--- src/rtl/gncd_pkg.sv ---
package gncd_pkg;

  // item kinds on the input stream
  localparam logic [1:0] KIND_CLEAR  = 2'd0;
  localparam logic [1:0] KIND_APPEND = 2'd1;
  localparam logic [1:0] KIND_QUERY  = 2'd2;

  // register indexes on the configuration port
  localparam logic [1:0] REG_GRID_FULL  = 2'd0;
  localparam logic [1:0] REG_GRID_WIDTH = 2'd1;
  localparam logic [1:0] REG_GRID_SCALE = 2'd2;
  localparam logic [1:0] REG_CELL_SIZE  = 2'd3;

  localparam int ADDR_W  = 4;
  localparam int PDATA_W = 32;

  localparam int KIND_W  = 2;
  localparam int CELL_W  = 6;
  localparam int COORD_W = 21;
  localparam int WIDTH_W = 6;
  localparam int SCALE_W = 20;
  localparam int SIZE_W  = 17;
  localparam int ENTRY_W = 2 * CELL_W;

  localparam int IN_DATA_W  = 56;
  localparam int DIST_W     = 22;
  localparam int OUT_DATA_W = 24;

  // cell mapping: positive offset point times scale, cell index in bits 32 and up
  localparam int DIFF_W = COORD_W + 1;
  localparam int PROD_W = COORD_W + SCALE_W;
  localparam int RAW_W  = PROD_W - 32;

  // distance datapath widths (Q17 differences, Q16 result)
  localparam int MUL_W = CELL_W + 1 + SIZE_W;
  localparam int AX_W  = 26;
  localparam int UX_W  = AX_W - 1;
  localparam int SQ_W  = 2 * UX_W;
  localparam int D_W   = SQ_W + 1 - 18;
  localparam int GD_W  = 2 * CELL_W + 1;

  localparam int DIST_LAT     = 4;
  localparam int DRAIN_CYCLES = DIST_LAT + 1;
  localparam int DRAIN_W      = $clog2(DRAIN_CYCLES + 1);

  typedef struct packed {
    logic               full;
    logic [WIDTH_W-1:0] width;
    logic [SCALE_W-1:0] scale;
    logic [SIZE_W-1:0]  cell_size;
  } cfg_t;

  typedef struct packed {
    logic            valid;
    logic [GD_W-1:0] gd;
    logic [D_W-1:0]  d;
  } dist_res_t;

endpackage

--- src/rtl/gncd_regs.sv ---
module gncd_regs (
  input  logic                          clk,
  input  logic                          rst,
  input  logic                          psel,
  input  logic                          penable,
  input  logic                          pwrite,
  input  logic [gncd_pkg::ADDR_W-1:0]   paddr,
  input  logic [gncd_pkg::PDATA_W-1:0]  pwdata,
  output logic [gncd_pkg::PDATA_W-1:0]  prdata,
  output logic                          pready,
  output gncd_pkg::cfg_t                cfg
);
  import gncd_pkg::*;

  logic       wr_en;
  logic [1:0] reg_idx;

  assign pready  = 1'b1;
  assign wr_en   = psel && penable && pwrite && pready;
  assign reg_idx = paddr[3:2];

  always_ff @(posedge clk) begin
    if (rst) begin
      cfg.full      <= 1'b1;
      cfg.width     <= WIDTH_W'(4);
      cfg.scale     <= SCALE_W'(65536);
      cfg.cell_size <= SIZE_W'(65536);
    end else if (wr_en) begin
      case (reg_idx)
        REG_GRID_FULL:  cfg.full      <= pwdata[0];
        REG_GRID_WIDTH: cfg.width     <= pwdata[WIDTH_W-1:0];
        REG_GRID_SCALE: cfg.scale     <= pwdata[SCALE_W-1:0];
        REG_CELL_SIZE:  cfg.cell_size <= pwdata[SIZE_W-1:0];
        default: ;
      endcase
    end
  end

  always_comb begin
    case (reg_idx)
      REG_GRID_FULL:  prdata = PDATA_W'(cfg.full);
      REG_GRID_WIDTH: prdata = PDATA_W'(cfg.width);
      REG_GRID_SCALE: prdata = PDATA_W'(cfg.scale);
      REG_CELL_SIZE:  prdata = PDATA_W'(cfg.cell_size);
      default:        prdata = '0;
    endcase
  end

endmodule

--- config.mk ---
export PLATFORM = sky130hd
export DESIGN_NAME = gncd_regs
export DESIGN_NICKNAME = d
export VERILOG_FILES = /design/src/rtl/gncd_pkg.sv /design/src/rtl/gncd_regs.sv
export SDC_FILE = /design/constraint.sdc
export NUM_CORES = 1
export LEC_CHECK = 0
export BUFFER_PORTS_ARGS = -buffer_cell sky130_fd_sc_hd__buf_2
export CORE_ASPECT_RATIO = 0.75
export CORE_MARGIN = 5
export CORE_UTILIZATION = 36
export CTS_CLUSTER_SIZE = 8
export DETAILED_ROUTE_END_ITERATION = 10
export GPL_TIMING_DRIVEN = 1
export PLACE_DENSITY = 0.73
export SYNTH_ARGS = -nofsm -noshare
export SYNTH_HDL_FRONTEND = slang
export SYNTH_SLANG_ARGS = --single-unit
--- constraint.sdc ---
create_clock -name clk -period 0.9 [get_ports clk]
set_input_delay 0.09 -clock clk [delete_from_list [all_inputs] [get_ports clk]]
set_output_delay 0.09 -clock clk [all_outputs]
set_load 0.005 [all_outputs]
==> flow_metrics.py <==
metrics = {
    "floorplan": {
        "die_w_um": 102,
        "io_pins": 118,
        "placementRows": 25,
        "fp.dieH_um": 79.0,
        "core_um2": 6220,
        "fp.dieArea_um2": 8060,
        "initial_utilization_pct": 36.7,
    },
    "worst_setup_path": {
        "crit_arrival_ns": 1.23,
        "endpoint_kind": "output port",
        "worst_ep_required_time_ns": 0.81,
        "start_kind": "flop",
        "critical_path_class": "flop to output port",
        "crit_fanout": 2,
    },
    "timing": {
        "fin_skew_ns": 0,
        "finalSetupViolCount": 54,
        "timing.final.ws_setup_ns": -0.422,
        "period_needed_ns": 1.32,
        "hold_viol": 0,
        "finalMaxSlewViolations": 0,
        "fmax_ghz": 0.756,
        "fin_crit_sh_pct": 147,
        "setup_tns_ns": -5.23,
        "rsz0062_at_grt": "yes",
    },
    "synthesis": {
        "synth_mux_area_share_pct": 25.8,
        "synthArstFlopShare_pct": 0,
        "synth_top_family_by_area": "multiplexers",
        "synth_top_area_share_pct": 38.5,
        "synth_fa_ha_area_share_pct": 0,
        "yosys-top-cells-area": "dfxtp_1, mux2i_1, nand2b_1",
        "synth_compound_area_share_pct": 3.34,
        "synth-simple-area-share_pct": 23.8,
        "syn_area_um2": 2290,
        "synth_top_area_cell": "dfxtp_1",
        "synth_seq_area_share_pct": 38.5,
        "synth-xor-area-share_pct": 0,
        "synth_edf_count": 0,
        "synth_flop_cell": "dfxtp_1",
        "yosys_warnings": 0,
        "synth.distinct_cells": 26,
        "avgSynthCellArea_um2": 9.99,
        "syn_inst": 229,
        "ys_ff_latch": 44,
    },
    "routing": {
        "routed-via-count": 2041,
        "drc": 0,
        "wl_mm": 6.48,
        "wl_per_cell_um": 14.3,
        "drt_iter0_drc": 44,
        "drt_first_pass_iters": 4,
        "vias_per_cell": 4.52,
        "ant_nets": 0,
    },
    "global_routing": {
        "antenna_found_initial": 0,
        "overflow": 0,
        "grt_max_degree": 38,
        "grt_pass1_vias": 2172,
        "grt_first_pass_wirelength_mm": 10.4,
        "grt_use_total_pct": 16.2,
    },
    "finish": {
        "nets": 412,
        "fill_cells": 528,
        "post-route-util_pct": 60.0,
        "finalInstanceArea_um2": 3740,
        "diodes": 0,
        "synthToLayoutAreaGrowth_pct": 63.3,
        "layout-drive-gt1-share_pct": 57.7,
        "top_register": "cfg",
        "reg.largest.list": "cfg (44)",
        "largest_reg_flops": 44,
    },
    "cts": {
        "cts.clk_slew.worst_paths_ns": 0.08,
        "cts_buffers": 5,
        "h-tree-depth": 2,
        "holdBufCountCts": 0,
        "clock_latency_ns": 0.29,
        "clockBufferDepth": 2,
        "cts_tree": "done",
        "cts-root-buf": "clkbuf_8",
        "clkSinkCount": 44,
    },
    "place": {
        "hpwl_mm": 4.41,
        "place_area_um2": 3000,
        "place_congestion": 0.778,
        "port_buffers": 90,
        "pre_cts_ws_ns": -0.224,
    },
    "hold_path": {
        "hold_class": "input pin to flop",
    },
    "power_and_ir_drop": {
        "ir_worst_vdd_mv": 0.603,
        "p_leak_nw": 1.85,
        "power_density_nw_per_um2": 993,
    },
    "run_status": {
        "outcome": "complete, but fails checks",
        "violations": "setup timing",
    },
    "job": {
        "drv_cap": 0,
    },
}
[cells by family after synthesis]
logic type / count (synthesis)
other: 2
muxes: 57
DFF: 44
and+or+nand+nor: 87
buffers and inverters: 29
AOI/OAI and AO/OA: 10
[synth_stat cells, types with 2 or more instances]
| cell | instances |
|---|---|
| dfxtp_1 | 44 |
| nand2b_1 | 56 |
| buf_4 | 14 |
| conb_1 | 2 |
| o21ai_1 | 3 |
| nor2_1 | 6 |
| clkbuf_1 | 8 |
| nor2b_1 | 11 |
| mux2i_1 | 51 |
| buf_6 | 3 |
| a22o_1 | 5 |
| and3_1 | 2 |
| buf_2 | 3 |
| and2_1 | 3 |
| nand4b_1 | 3 |
| mux2_2 | 5 |
[repair_timing]
action | CTS | global route
buffers inserted | 20 | 21
endpoints found under the setup margin | 38 | 57
pin swaps | 1 | 0
gates resized for setup | 103 | 21
[area by class of cell]
type / count / area [um^2] / share of cell area [%]
repair buffers: 153 / 1350 / 36.2
multi-input cells: 167 / 1270 / 34.0
flip-flops and latches: 44 / 935 / 25.0
well taps: 81 / 101 / 2.71
clock buffers: 6 / 72.6 / 1.94
clock inverters: 1 / 5.00 / 0.134
[routing by layer]
| layer | GRT usage [%] | wire (um) |
|---|---|---|
| met5 | 0 | 0 |
| met4 | 4.72 | 55 |
| met3 | 4.74 | 450 |
| met2 | 28.0 | 3210 |
| met1 | 19.5 | 2770 |
[stage by stage]
stage / total power, mW / instances / hold slack [ns]
after floorplan: 2.32 / 240 / 0.243
after global placement: 2.48 / 412 / 0.360
after detailed placement: 2.49 / 412 / 0.364
after CTS: 3.72 / 438 / 0.0519
after global routing: 3.88 / 452 / 0.0570
final: 3.71 / 452 / 0.0568
[placed cells by master (no fill, tap or decap), types with 2 or more instances in the layout]
cell / count
buf_6: 71
nand2b_1: 56
buf_2: 55
mux2i_1: 51
dfxtp_2: 43
buf_4: 21
conb_1: 13
nor2b_1: 11
nor2_1: 6
buf_12: 6
a22o_1: 5
clkbuf_8: 5
mux2_2: 4
nand4b_1: 3
o21ai_1: 3
and2_4: 2
and2_1: 2
[final timing paths]
path | start | to | slack, ns | depth (start not counted)
max | cfg[0] | prdata[0] | -0.42 | 2
max reg2reg | cfg[43] | cfg[43] | -0.03 | 3
min | pwdata[17] | cfg[34] | 0.06 | 3
min reg2reg | cfg[34] | cfg[34] | 0.47 | 2
[worst max-delay path, cell delays in order, from the launching register on]
cell     delay [ns]
dfxtp_2        0.33
mux4_2         0.48
buf_6          0.14
[where the power goes]
part	internal [mW]	leakage [nW]	switching [mW]
combinational	0.304	1.44	0.227
clock	0.529	0.0410	0.656
sequential	1.97	0.373	0.0183
(Power assumes the default switching activity.)
