File: config.mk
export PLATFORM = sky130hd
export DESIGN_NAME = gncd_cell
export DESIGN_NICKNAME = d
export VERILOG_FILES = /design/src/rtl/gncd_pkg.sv /design/src/rtl/gncd_cell.sv
export SDC_FILE = /design/constraint.sdc
export NUM_CORES = 2
export LEC_CHECK = 0
export BUFFER_PORTS_ARGS = -buffer_cell sky130_fd_sc_hd__buf_2
export CORE_ASPECT_RATIO = 1.1
export CORE_UTILIZATION = 60
export CTS_CLUSTER_DIAMETER = 40
export DETAILED_ROUTE_END_ITERATION = 6
export PLACE_DENSITY = 0.89
export REMOVE_ABC_BUFFERS = 1
export SLEW_MARGIN = 30
export SYNTH_ARGS = -nofsm -noshare
export SYNTH_HDL_FRONTEND = slang
export SYNTH_SLANG_ARGS = --single-unit
File: constraint.sdc
create_clock -name clk -period 7.8 [get_ports clk]
set_input_delay 0.78 -clock clk [delete_from_list [all_inputs] [get_ports clk]]
set_output_delay 0.78 -clock clk [all_outputs]
set_load 0.005 [all_outputs]
File: src/rtl/gncd_pkg.sv
package gncd_pkg;

  // item kinds on the input stream
  localparam logic [1:0] KIND_CLEAR  = 2'd0;
  localparam logic [1:0] KIND_APPEND = 2'd1;
  localparam logic [1:0] KIND_QUERY  = 2'd2;

  // register indexes on the configuration port
  localparam logic [1:0] REG_GRID_FULL  = 2'd0;
  localparam logic [1:0] REG_GRID_WIDTH = 2'd1;
  localparam logic [1:0] REG_GRID_SCALE = 2'd2;
  localparam logic [1:0] REG_CELL_SIZE  = 2'd3;

  localparam int ADDR_W  = 4;
  localparam int PDATA_W = 32;

  localparam int KIND_W  = 2;
  localparam int CELL_W  = 6;
  localparam int COORD_W = 21;
  localparam int WIDTH_W = 6;
  localparam int SCALE_W = 20;
  localparam int SIZE_W  = 17;
  localparam int ENTRY_W = 2 * CELL_W;

  localparam int IN_DATA_W  = 56;
  localparam int DIST_W     = 22;
  localparam int OUT_DATA_W = 24;

  // cell mapping: positive offset point times scale, cell index in bits 32 and up
  localparam int DIFF_W = COORD_W + 1;
  localparam int PROD_W = COORD_W + SCALE_W;
  localparam int RAW_W  = PROD_W - 32;

  // distance datapath widths (Q17 differences, Q16 result)
  localparam int MUL_W = CELL_W + 1 + SIZE_W;
  localparam int AX_W  = 26;
  localparam int UX_W  = AX_W - 1;
  localparam int SQ_W  = 2 * UX_W;
  localparam int D_W   = SQ_W + 1 - 18;
  localparam int GD_W  = 2 * CELL_W + 1;

  localparam int DIST_LAT     = 4;
  localparam int DRAIN_CYCLES = DIST_LAT + 1;
  localparam int DRAIN_W      = $clog2(DRAIN_CYCLES + 1);

  typedef struct packed {
    logic               full;
    logic [WIDTH_W-1:0] width;
    logic [SCALE_W-1:0] scale;
    logic [SIZE_W-1:0]  cell_size;
  } cfg_t;

  typedef struct packed {
    logic            valid;
    logic [GD_W-1:0] gd;
    logic [D_W-1:0]  d;
  } dist_res_t;

endpackage

File: src/rtl/gncd_cell.sv
module gncd_cell #(
  parameter int LOWEST_COORD = -2
) (
  input  logic                                clk,
  input  logic signed [gncd_pkg::COORD_W-1:0] px,
  input  logic signed [gncd_pkg::COORD_W-1:0] py,
  input  gncd_pkg::cfg_t                      cfg,
  output logic [gncd_pkg::CELL_W-1:0]         gx,
  output logic [gncd_pkg::CELL_W-1:0]         gy
);
  import gncd_pkg::*;

  localparam logic signed [DIFF_W-1:0] OFFSET = DIFF_W'(-LOWEST_COORD * 65536);

  logic signed [COORD_W-1:0] p [2];
  logic signed [DIFF_W-1:0]  diff [2];
  logic [PROD_W-1:0]         prod [2];
  logic [RAW_W-1:0]          raw [2];
  logic                      pos [2];
  logic [CELL_W-1:0]         g [2];
  logic [CELL_W-1:0]         gmax;

  assign p[0] = px;
  assign p[1] = py;
  assign gmax = (cfg.width == '0) ? '0 : CELL_W'(cfg.width - WIDTH_W'(1));

  always_comb begin
    for (int a = 0; a < 2; a++) begin
      diff[a] = DIFF_W'(p[a]) + OFFSET;
      prod[a] = PROD_W'(diff[a][COORD_W-1:0]) * PROD_W'(cfg.scale);
    end
  end

  always_ff @(posedge clk) begin
    for (int a = 0; a < 2; a++) begin
      raw[a] <= prod[a][PROD_W-1:32];
      pos[a] <= !diff[a][DIFF_W-1] && (diff[a] != '0);
    end
  end

  // points at or below the low edge land in cell 0, beyond the top clamp
  always_comb begin
    for (int a = 0; a < 2; a++) begin
      if (!pos[a])
        g[a] = '0;
      else if (raw[a] > RAW_W'(gmax))
        g[a] = gmax;
      else
        g[a] = raw[a][CELL_W-1:0];
    end
  end

  assign gx = g[0];
  assign gy = g[1];

endmodule

==> flow_metrics.py <==
metrics = {
    "setup_path": {
        "cp.buffers_inverters": 4,
        "cp_common_cell": "fa_1",
        "cpPeakStageDelay_ns": 0.57,
        "cp_max_fo": 29,
        "slowest_stage": "fa_1",
        "critical_path_class": "primary input to flop",
        "required_ns": 7.91,
        "start_kind": "primary input",
        "path_cells": "buf_2 > nand2_1 > fa_1 > fa_1 > fa_1 > inv_1 > fa_1 > fa_1 > fa_1 > inv_1 > fa_1 > inv_1 > ha_1 > and4_1 > nand4_1 > a211oi_1 > o211ai_1 > a21oi_1 > nor2_1 > o311ai_0",
        "worstPathArrival_ns": 7.53,
        "cp_top_family": "adder cells",
        "end_kind": "flop",
    },
    "placement": {
        "pre_cts_ws_ns": 0.2030,
        "hpwlAfterDp_um": 55310,
        "routabilityCongestion": 0.8994,
        "port_buffers": 80,
    },
    "cells_and_area": {
        "nNetsFinal": 4232,
        "diodes": 0,
        "syn2layout_area_growth_pct": 3.844,
        "drive_above_1_share": 0.04911,
        "final_util": 0.6345,
    },
    "min_path": {
        "hold_path.class": "primary input to flop",
    },
    "floorplanning": {
        "start_util": 0.6110,
        "dieHeight_um": 228.7,
        "core_area_um2": 45860,
        "die_w_um": 208.1,
        "ios": 99,
        "dieArea_um2": 47570,
        "row_count": 82,
    },
    "yosys": {
        "synth_top_family_by_area": "adder cells",
        "synth-compound-area-share": 0.04322,
        "ys_types": 58,
        "synth_edf_count": 0,
        "synth-main-ff-cell": "dfxtp_1",
        "synth-simple-area-share": 0.1842,
        "avgSynthCellArea_um2": 8.818,
        "async_flop_share": 0,
        "synth_seq_cells": 20,
        "synthAdderAreaFrac": 0.6217,
        "synth.area.mux_share": 0.0003572,
        "synthCells": 3178,
        "yosys_warnings": 0,
        "syn_area_um2": 28020,
        "yosysSeqAreaShare": 0.01429,
        "synth-xor-area-share": 0.008751,
    },
    "global_route": {
        "grt.overflow.total": 0,
        "grt.total_usage": 0.3019,
        "grt_max_degree": 41,
        "grt_pass1_vias": 24082,
        "antenna_found_initial": 2,
        "grt_pass1_wl_um": 114900,
    },
    "drt": {
        "wl_per_cell_um": 18.00,
        "first_iter_violations": 1466,
        "drc": 0,
        "vias": 21336,
        "dr.pass1.iters": 7,
        "via_per_inst": 5.699,
        "finalWirelength_um": 67400,
        "final_antenna_net_count": 0,
    },
    "cts": {
        "cts_hold_buf": 0,
        "numCtsBuffers": 3,
        "cts-resized-gates": 0,
        "root_buffer": "clkbuf_16",
        "cts_buffer_depth": 2,
        "tritoncts": "built",
        "clkSinkCount": 20,
        "cts_setup_buffers": 0,
        "htreeDepth": 1,
        "clkTransAtPathRegs_ns": 0.06,
    },
    "timing": {
        "slew_viol_final": 0,
        "tightest_slew_ns": 0.7943,
        "worst_slack_ns": 0.3793,
        "fmax_ghz": 0.1348,
        "fin_crit_sh": 0.9514,
        "tns_ns": 0,
        "slew_headroom": 0.4705,
        "period_needed_ns": 7.421,
        "setup_viol_count_final": 0,
        "rsz0062_at_grt": "false",
        "hold_viol_final": 0,
    },
    "flow_run": {
        "drv_cap": 0,
    },
    "run_status": {
        "status": "completed",
    },
}
==> flip-flops by register name, summed over array words and instances, names as in the netlist <==
register	flops
raw	18
pos	2
==> cells by family (layout without fill, tap and decap cells) <==
| group | count (synthesis) | count (layout) |
|---|---|---|
| buffers and inverters | 952 | 930 |
| XOR/XNOR | 28 | 28 |
| multiplexers | 1 | 1 |
| AND/OR/NAND/NOR | 1010 | 1010 |
| flip-flops | 20 | 20 |
| adder cells (fa/ha/maj) | 988 | 988 |
| AO/OA/AOI/OAI | 179 | 179 |
==> metal layers <==
metal	global-route usage	vias up	wire length [um]
li1	-	9251	-
met1	0.3619	10846	24440
met2	0.5324	975	33900
met3	0.04740	262	5769
met4	0.1403	2	3279
met5	0	-	11
==> cells in the final DEF (no fill, tap or decap), types with 10 or more instances in the layout <==
cell type  instances
inv_1            786
fa_1             674
and2_1           422
nand2_1          417
ha_1             314
buf_2             80
a21oi_1           59
buf_4             58
nor2_1            34
a21o_1            31
nand2b_1          29
o21ai_0           29
nand3_1           25
nor3_1            23
xnor2_1           22
dfxtp_1           20
nor2b_1           17
o21a_1            14
nor4_1            10
nand4_1           10
==> final timing paths <==
path	startpoint	endpoint	slack [ns]	cells past startpoint
worst max-delay path	cfg[22]	raw[0][6]	0.38	20
worst min-delay path	py[20]	pos[0][1]	0.73	2
==> cell usage after synthesis (4+ instances only) <==
cell type / count / area [um2]
and4_1: 4 / 35.03
nor2_1: 34 / 127.6
nand2_1: 417 / 1565
o211ai_1: 4 / 30.03
nand4_1: 10 / 62.56
dfxtp_1: 20 / 400.4
xnor2_1: 22 / 192.7
a21o_1: 31 / 232.7
a21oi_1: 59 / 295.3
nor3_1: 23 / 115.1
and2_1: 422 / 2640
nand3_1: 25 / 125.1
xor2_1: 6 / 52.55
nor4_1: 10 / 62.56
and3_1: 7 / 43.79
o21ai_0: 29 / 145.1
nand2b_1: 29 / 181.4
fa_1: 674 / 13490
ha_1: 314 / 3929
o21a_1: 14 / 105.1
or3_1: 4 / 25.02
nor2b_1: 17 / 106.4
clkbuf_1: 165 / 619.3
inv_1: 786 / 2950
==> metrics by stage <==
| stage | hold WS, ns | cell area (um2) | std cells |
|---|---|---|---|
| after global routing | 0.7341 | 29100 | 3744 |
| after global placement | 0.9896 | 29010 | 3740 |
| after CTS | 0.7345 | 29100 | 3744 |
| after detailed placement | 0.9967 | 29010 | 3740 |
| after floorplan | 0.8718 | 27400 | 3012 |
| final | 0.7267 | 29100 | 3744 |
==> cell type report <==
type,count,area [um2]
Sequential cell,20,400.4
Inverter,786,2950
Multi-Input combinational cell,2206,24050
Fill cell,3521,16760
Clock buffer,4,88.84
Tap cell,588,735.7
Timing Repair Buffer,140,875.8
Power is left out: the tool's default activity adds up to more than one toggle a clock period on the data nets, which glitch-free logic cannot reach.
