$ cat src/rtl/gncd_pkg.sv
package gncd_pkg;

  // item kinds on the input stream
  localparam logic [1:0] KIND_CLEAR  = 2'd0;
  localparam logic [1:0] KIND_APPEND = 2'd1;
  localparam logic [1:0] KIND_QUERY  = 2'd2;

  // register indexes on the configuration port
  localparam logic [1:0] REG_GRID_FULL  = 2'd0;
  localparam logic [1:0] REG_GRID_WIDTH = 2'd1;
  localparam logic [1:0] REG_GRID_SCALE = 2'd2;
  localparam logic [1:0] REG_CELL_SIZE  = 2'd3;

  localparam int ADDR_W  = 4;
  localparam int PDATA_W = 32;

  localparam int KIND_W  = 2;
  localparam int CELL_W  = 6;
  localparam int COORD_W = 21;
  localparam int WIDTH_W = 6;
  localparam int SCALE_W = 20;
  localparam int SIZE_W  = 17;
  localparam int ENTRY_W = 2 * CELL_W;

  localparam int IN_DATA_W  = 56;
  localparam int DIST_W     = 22;
  localparam int OUT_DATA_W = 24;

  // cell mapping: positive offset point times scale, cell index in bits 32 and up
  localparam int DIFF_W = COORD_W + 1;
  localparam int PROD_W = COORD_W + SCALE_W;
  localparam int RAW_W  = PROD_W - 32;

  // distance datapath widths (Q17 differences, Q16 result)
  localparam int MUL_W = CELL_W + 1 + SIZE_W;
  localparam int AX_W  = 26;
  localparam int UX_W  = AX_W - 1;
  localparam int SQ_W  = 2 * UX_W;
  localparam int D_W   = SQ_W + 1 - 18;
  localparam int GD_W  = 2 * CELL_W + 1;

  localparam int DIST_LAT     = 4;
  localparam int DRAIN_CYCLES = DIST_LAT + 1;
  localparam int DRAIN_W      = $clog2(DRAIN_CYCLES + 1);

  typedef struct packed {
    logic               full;
    logic [WIDTH_W-1:0] width;
    logic [SCALE_W-1:0] scale;
    logic [SIZE_W-1:0]  cell_size;
  } cfg_t;

  typedef struct packed {
    logic            valid;
    logic [GD_W-1:0] gd;
    logic [D_W-1:0]  d;
  } dist_res_t;

endpackage

$ cat src/rtl/gncd_dist.sv
module gncd_dist #(
  parameter int LOWEST_COORD = -2
) (
  input  logic                                clk,
  input  logic                                rst,
  input  logic                                in_valid,
  input  logic signed [gncd_pkg::COORD_W-1:0] px,
  input  logic signed [gncd_pkg::COORD_W-1:0] py,
  input  logic [gncd_pkg::CELL_W-1:0]         cx,
  input  logic [gncd_pkg::CELL_W-1:0]         cy,
  input  logic [gncd_pkg::CELL_W-1:0]         gx,
  input  logic [gncd_pkg::CELL_W-1:0]         gy,
  input  logic [gncd_pkg::SIZE_W-1:0]         cell_size,
  output gncd_pkg::dist_res_t                 res
);
  import gncd_pkg::*;

  localparam logic signed [AX_W-1:0] BASE = AX_W'(LOWEST_COORD * 131072);

  logic signed [COORD_W-1:0] p [2];
  logic [CELL_W-1:0]         c [2];
  logic [CELL_W-1:0]         g [2];
  logic signed [CELL_W:0]    e [2];
  logic [CELL_W-1:0]         ae [2];
  logic [2*CELL_W-1:0]       esq [2];
  logic signed [AX_W-1:0]    ax [2];
  logic signed [AX_W-1:0]    dx [2];
  logic [UX_W-1:0]           ux [2];

  logic [MUL_W-1:0] m1 [2];
  logic [UX_W-1:0]  u2 [2];
  logic [SQ_W-1:0]  s3 [2];
  logic [GD_W-1:0]  gd1, gd2, gd3;
  logic             v1, v2, v3;

  assign p[0] = px;
  assign p[1] = py;
  assign c[0] = cx;
  assign c[1] = cy;
  assign g[0] = gx;
  assign g[1] = gy;

  always_comb begin
    for (int a = 0; a < 2; a++) begin
      e[a]   = $signed({1'b0, c[a]}) - $signed({1'b0, g[a]});
      ae[a]  = e[a][CELL_W] ? CELL_W'(-e[a]) : e[a][CELL_W-1:0];
      esq[a] = (2*CELL_W)'(ae[a]) * (2*CELL_W)'(ae[a]);
      // centre on this axis in Q17: base plus (2c+1) cell sizes
      ax[a]  = BASE + $signed(AX_W'(m1[a]));
      dx[a]  = $signed({{(AX_W-COORD_W-1){p[a][COORD_W-1]}}, p[a], 1'b0}) - ax[a];
      ux[a]  = dx[a][AX_W-1] ? UX_W'(-dx[a]) : dx[a][UX_W-1:0];
    end
  end

  always_ff @(posedge clk) begin
    for (int a = 0; a < 2; a++) begin
      m1[a] <= MUL_W'({c[a], 1'b1}) * MUL_W'(cell_size);
      u2[a] <= ux[a];
      s3[a] <= SQ_W'(u2[a]) * SQ_W'(u2[a]);
    end
    gd1    <= GD_W'(esq[0]) + GD_W'(esq[1]);
    gd2    <= gd1;
    gd3    <= gd2;
    res.gd <= gd3;
    res.d  <= D_W'(((SQ_W+1)'(s3[0]) + (SQ_W+1)'(s3[1])) >> 18);
    if (rst) begin
      v1        <= 1'b0;
      v2        <= 1'b0;
      v3        <= 1'b0;
      res.valid <= 1'b0;
    end else begin
      v1        <= in_valid;
      v2        <= v1;
      v3        <= v2;
      res.valid <= v3;
    end
  end

endmodule
$ cat config.mk
export PLATFORM = sky130hd
export DESIGN_NAME = gncd_dist
export DESIGN_NICKNAME = d
export VERILOG_FILES = /design/src/rtl/gncd_pkg.sv /design/src/rtl/gncd_dist.sv
export SDC_FILE = /design/constraint.sdc
export NUM_CORES = 2
export LEC_CHECK = 0
export BUFFER_PORTS_ARGS = -buffer_cell sky130_fd_sc_hd__buf_2
export CAP_MARGIN = 0
export CORE_MARGIN = 2
export CORE_UTILIZATION = 43
export DETAILED_ROUTE_END_ITERATION = 8
export PLACE_DENSITY = 0.61
export SYNTH_ARGS = -nofsm -noshare
export SYNTH_HDL_FRONTEND = slang
export SYNTH_SLANG_ARGS = --single-unit
$ cat constraint.sdc
create_clock -name clk -period 23.5 [get_ports clk]
set_input_delay 5.875 -clock clk [delete_from_list [all_inputs] [get_ports clk]]
set_output_delay 5.875 -clock clk [all_outputs]
set_load 0.02 [all_outputs]
==> flow_summary.rst <==
.. list-table::
   :header-rows: 1

   * - Metric
     - Value
   * - Routed via count
     - between 30,000 and 40,000
   * - Sinks on Clock Net
     - between 200 and 300
   * - Number of synthesized flops with an enable pin
     - 0
   * - Remaining DRCs
     - 0
   * - Via-per-instance ratio
     - ~4.9
   * - Remaining antenna violation count after routing
     - 0
   * - Clk Latency, worst-skew pair
     - roughly 0.60 ns
   * - Most frequent cells in the layout
     - 1,678 x sky130_fd_sc_hd__inv_1, 1,118 x sky130_fd_sc_hd__fa_1, 640 x sky130_fd_sc_hd__ha_1, 594 x sky130_fd_sc_hd__nand2_1, 283 x sky130_fd_sc_hd__and2_1
   * - First-pass GRT wire length
     - around 220,000 µm
   * - Slew headroom
     - 31.4%
   * - Top-level I/O count
     - 133
   * - Initial antenna violation count
     - 16
   * - Floorplan core area
     - 0.129 mm²
   * - Distinct cell type count of the synthesized netlist
     - 74
   * - Transition at the pin with the smallest max-transition slack
     - roughly 1 ns
   * - Final worst path period share
     - between 50% and 60%
   * - Syn Nets
     - roughly 8,000
   * - Synthesis-stage register bit count
     - roughly 280
   * - Post-CTS setup buffers
     - 0
   * - Post-layout nets
     - approximately 8,000
   * - Detailed-route wire length
     - around 130,000 µm
   * - Critical path launch point type
     - input port
   * - Final Slew Violations
     - 0
   * - Cts repair resizes
     - 0
   * - Final setup violating endpoints
     - 0
   * - Gr usage total
     - slightly above 20%
   * - Worst R2R End
     - s3[0][98]$_DFF_P_
   * - Launch point of the worst reg-to-reg path
     - u2[0][36]$_DFF_P_
   * - Most common cell after layout, fill and taps aside
     - sky130_fd_sc_hd__inv_1
   * - Portion of the post-synthesis area used by sequential elements
     - about 10%
   * - Combined area of all synthesized cells
     - between 0.05 and 0.06 mm²
   * - Fraction of registers with async set or reset after synthesis
     - 0%
   * - Post-cts hold buffer count
     - 0
   * - Vias in the first global route
     - around 43,000
   * - H-Tree Depth
     - 2
   * - Count of input and output buffers
     - about 130
   * - Clock tree from TritonCTS
     - built
   * - Result of the run
     - finished, final reports clean
   * - Half-perimeter wire length after detailed placement
     - 108,000 µm
   * - Weighted congestion reported at the end of routability-driven placement
     - ~0.89
   * - Worst Path Max Fanout
     - 17
   * - Worst path required time
     - 24.02 ns
   * - Clock Tree Root
     - sky130_fd_sc_hd__clkbuf_16
   * - WHS Path Cells
     - 0
   * - Max-capacitance violation count
     - 0
   * - End point of the worst hold path
     - gd2[7]$_DFF_P_
   * - Class of the tightest hold or removal check
     - reg -> reg
   * - Largest net degree at the start of global routing
     - 56
   * - Chip width
     - about 370 µm
   * - Growth of design area from synthesis to finish
     - 6.82%
   * - Minimum clock period
     - 12.16 ns
   * - Routed len/inst
     - approximately 16 µm
   * - Fraction of final layout cells sized beyond drive strength 1
     - about 4.6%
   * - Critical path start-end classification
     - in -> reg
   * - Synthesized area divided by synthesized cell count
     - just over 9 µm²
   * - Sum of overflow across all layers after global routing
     - 0
   * - Final hold viol count
     - 0
   * - Setup repair after global routing missed its margin
     - no
   * - Clock transition at the registers of the reported paths
     - 0.06 ns
   * - Number of rows in the core area
     - 132
   * - Warnings, synthesis
     - 0
   * - DRT iter0 DRCs
     - about 1,800
   * - Number of clock buffers inserted by TritonCTS
     - 36
   * - Worst clock skew on the final layout
     - between 0.02 and 0.025 ns
   * - Die boundary height
     - between 300 and 400 µm
   * - Top_reg_cell synth
     - sky130_fd_sc_hd__dfxtp_1
   * - Post-Route Setup TNS
     - 0 ns
   * - Setup crit end kind
     - flop
   * - Effective utilization at floorplan
     - 43.4%
   * - Cell count of the worst reg-to-reg path
     - 26
   * - Die Footprint
     - 0.133 mm²
   * - First-pass DRT Iterations
     - 6
   * - Worst reg2reg setup slack
     - 15.27 ns
   * - Beginning of the worst hold path
     - gd1[7]$_DFF_P_
   * - Deepest clock path buffer count
     - 3
   * - Arrival time reported for the critical path endpoint
     - 12.68 ns
   * - Maximum clock rate
     - between 80 and 90 MHz
   * - Number of instances in the synthesized netlist
     - 6,185
[per-layer routing]
layer	routed length, µm	share of wire [%]	vias up	track usage [%]
met2	64000	49	834	36.2
met3	7470	5.7	200	3.42
met1	56900	43	19700	26.8
met5	120	0.091	-	0
met4	3280	2.5	16	5.18
li1	-	-	18600	-
[per-stage QoR]
step	instances	setup WS [ns]	hold slack (ns)	utilization [%]	instance area, µm²
6_report	8002	11.35	0.322	46.3	60000
4_1_cts	7999	11.41	0.325	46.3	60000
5_1_grt	7999	10.86	0.327	46.3	60000
3_3_place_gp	7935	10.90	0.313	45.3	58700
3_5_place_dp	7935	10.77	0.312	45.3	58700
2_1_floorplan	6185	11.55	0.310	-	56100
[layout make-up]
cell class              instances  area, µm²
fillers                     12600      69500
multi-input cells            4053      43600
inverters                    1678       6300
flip-flops and latches        281       5630
well taps                    1742       2180
repair buffers                181       1030
clock buffers                  42        953
clock inverters                22        309
diodes                          3       7.51
[worst max-delay path, cell delays in order]
cell,delay [ns]
sky130_fd_sc_hd__buf_2,0.23
sky130_fd_sc_hd__inv_1,0.19
sky130_fd_sc_hd__ha_1,0.17
sky130_fd_sc_hd__inv_1,0.06
sky130_fd_sc_hd__fa_1,0.39
sky130_fd_sc_hd__a21o_1,0.19
sky130_fd_sc_hd__a21oi_1,0.22
sky130_fd_sc_hd__o21bai_1,0.13
sky130_fd_sc_hd__a21oi_1,0.25
sky130_fd_sc_hd__o21ai_0,0.16
sky130_fd_sc_hd__xnor2_1,0.52
sky130_fd_sc_hd__nand2_1,0.15
sky130_fd_sc_hd__fa_1,0.54
sky130_fd_sc_hd__fa_1,0.52
sky130_fd_sc_hd__inv_1,0.05
sky130_fd_sc_hd__fa_1,0.52
sky130_fd_sc_hd__inv_1,0.05
sky130_fd_sc_hd__fa_1,0.45
sky130_fd_sc_hd__fa_1,0.53
sky130_fd_sc_hd__inv_1,0.05
sky130_fd_sc_hd__ha_1,0.26
sky130_fd_sc_hd__a21o_1,0.15
sky130_fd_sc_hd__a21oi_1,0.23
sky130_fd_sc_hd__o21ai_0,0.12
sky130_fd_sc_hd__a21oi_1,0.25
sky130_fd_sc_hd__o21bai_1,0.10
sky130_fd_sc_hd__a21oi_1,0.18
sky130_fd_sc_hd__xnor2_1,0.13
[cells in the mapped netlist, types with 29 or more instances]
library cell / count / area [µm²]
sky130_fd_sc_hd__ha_1: 640 / 8010
sky130_fd_sc_hd__nor2b_1: 47 / 294
sky130_fd_sc_hd__dfxtp_1: 281 / 5630
sky130_fd_sc_hd__a21oi_1: 212 / 1060
sky130_fd_sc_hd__nand3_1: 55 / 275
sky130_fd_sc_hd__and2_1: 283 / 1770
sky130_fd_sc_hd__nand2_1: 594 / 2230
sky130_fd_sc_hd__inv_1: 1678 / 6300
sky130_fd_sc_hd__xor2_1: 107 / 937
sky130_fd_sc_hd__a21o_1: 126 / 946
sky130_fd_sc_hd__o21bai_1: 37 / 278
sky130_fd_sc_hd__nor3_1: 36 / 180
sky130_fd_sc_hd__nor2_1: 200 / 751
sky130_fd_sc_hd__clkbuf_1: 167 / 627
sky130_fd_sc_hd__xnor2_1: 182 / 1590
sky130_fd_sc_hd__o21ai_0: 102 / 510
sky130_fd_sc_hd__fa_1: 1118 / 22400
sky130_fd_sc_hd__o21a_1: 29 / 218
[state kept, by name, indices dropped and copies added, names as in the netlist]
register	cells
s3	96
res	47
gd1	13
m1	47
v2	1
v3	1
v1	1
gd3	13
gd2	13
u2	49
[worst max-delay path by stage]
stage	start	to	slack [ns]	cells after the start
global route	cy[0]	gd1[11]$_DFF_P_	10.86	29
detailed placement	cy[0]	gd1[11]$_DFF_P_	10.77	29
finish	cx[0]	gd1[11]$_DFF_P_	11.35	28
global placement	cx[0]	gd1[12]$_DFF_P_	10.90	29
CTS	cy[0]	gd1[11]$_DFF_P_	11.41	29
floorplan	cx[0]	gd1[11]$_DFF_P_	11.55	28
[cell families after synthesis]
family	count (synthesis)	synth area share, %
compound gates	656	7.50
xor+xnor	290	4.54
fa+ha+maj	1758	54.1
buf+inv	1851	12.4
flops	281	10.0
mux	6	0.111
simple gates	1343	11.3
Power is not shown: default switching activity piles up to over one toggle a cycle in this logic, so the estimate is an artifact.
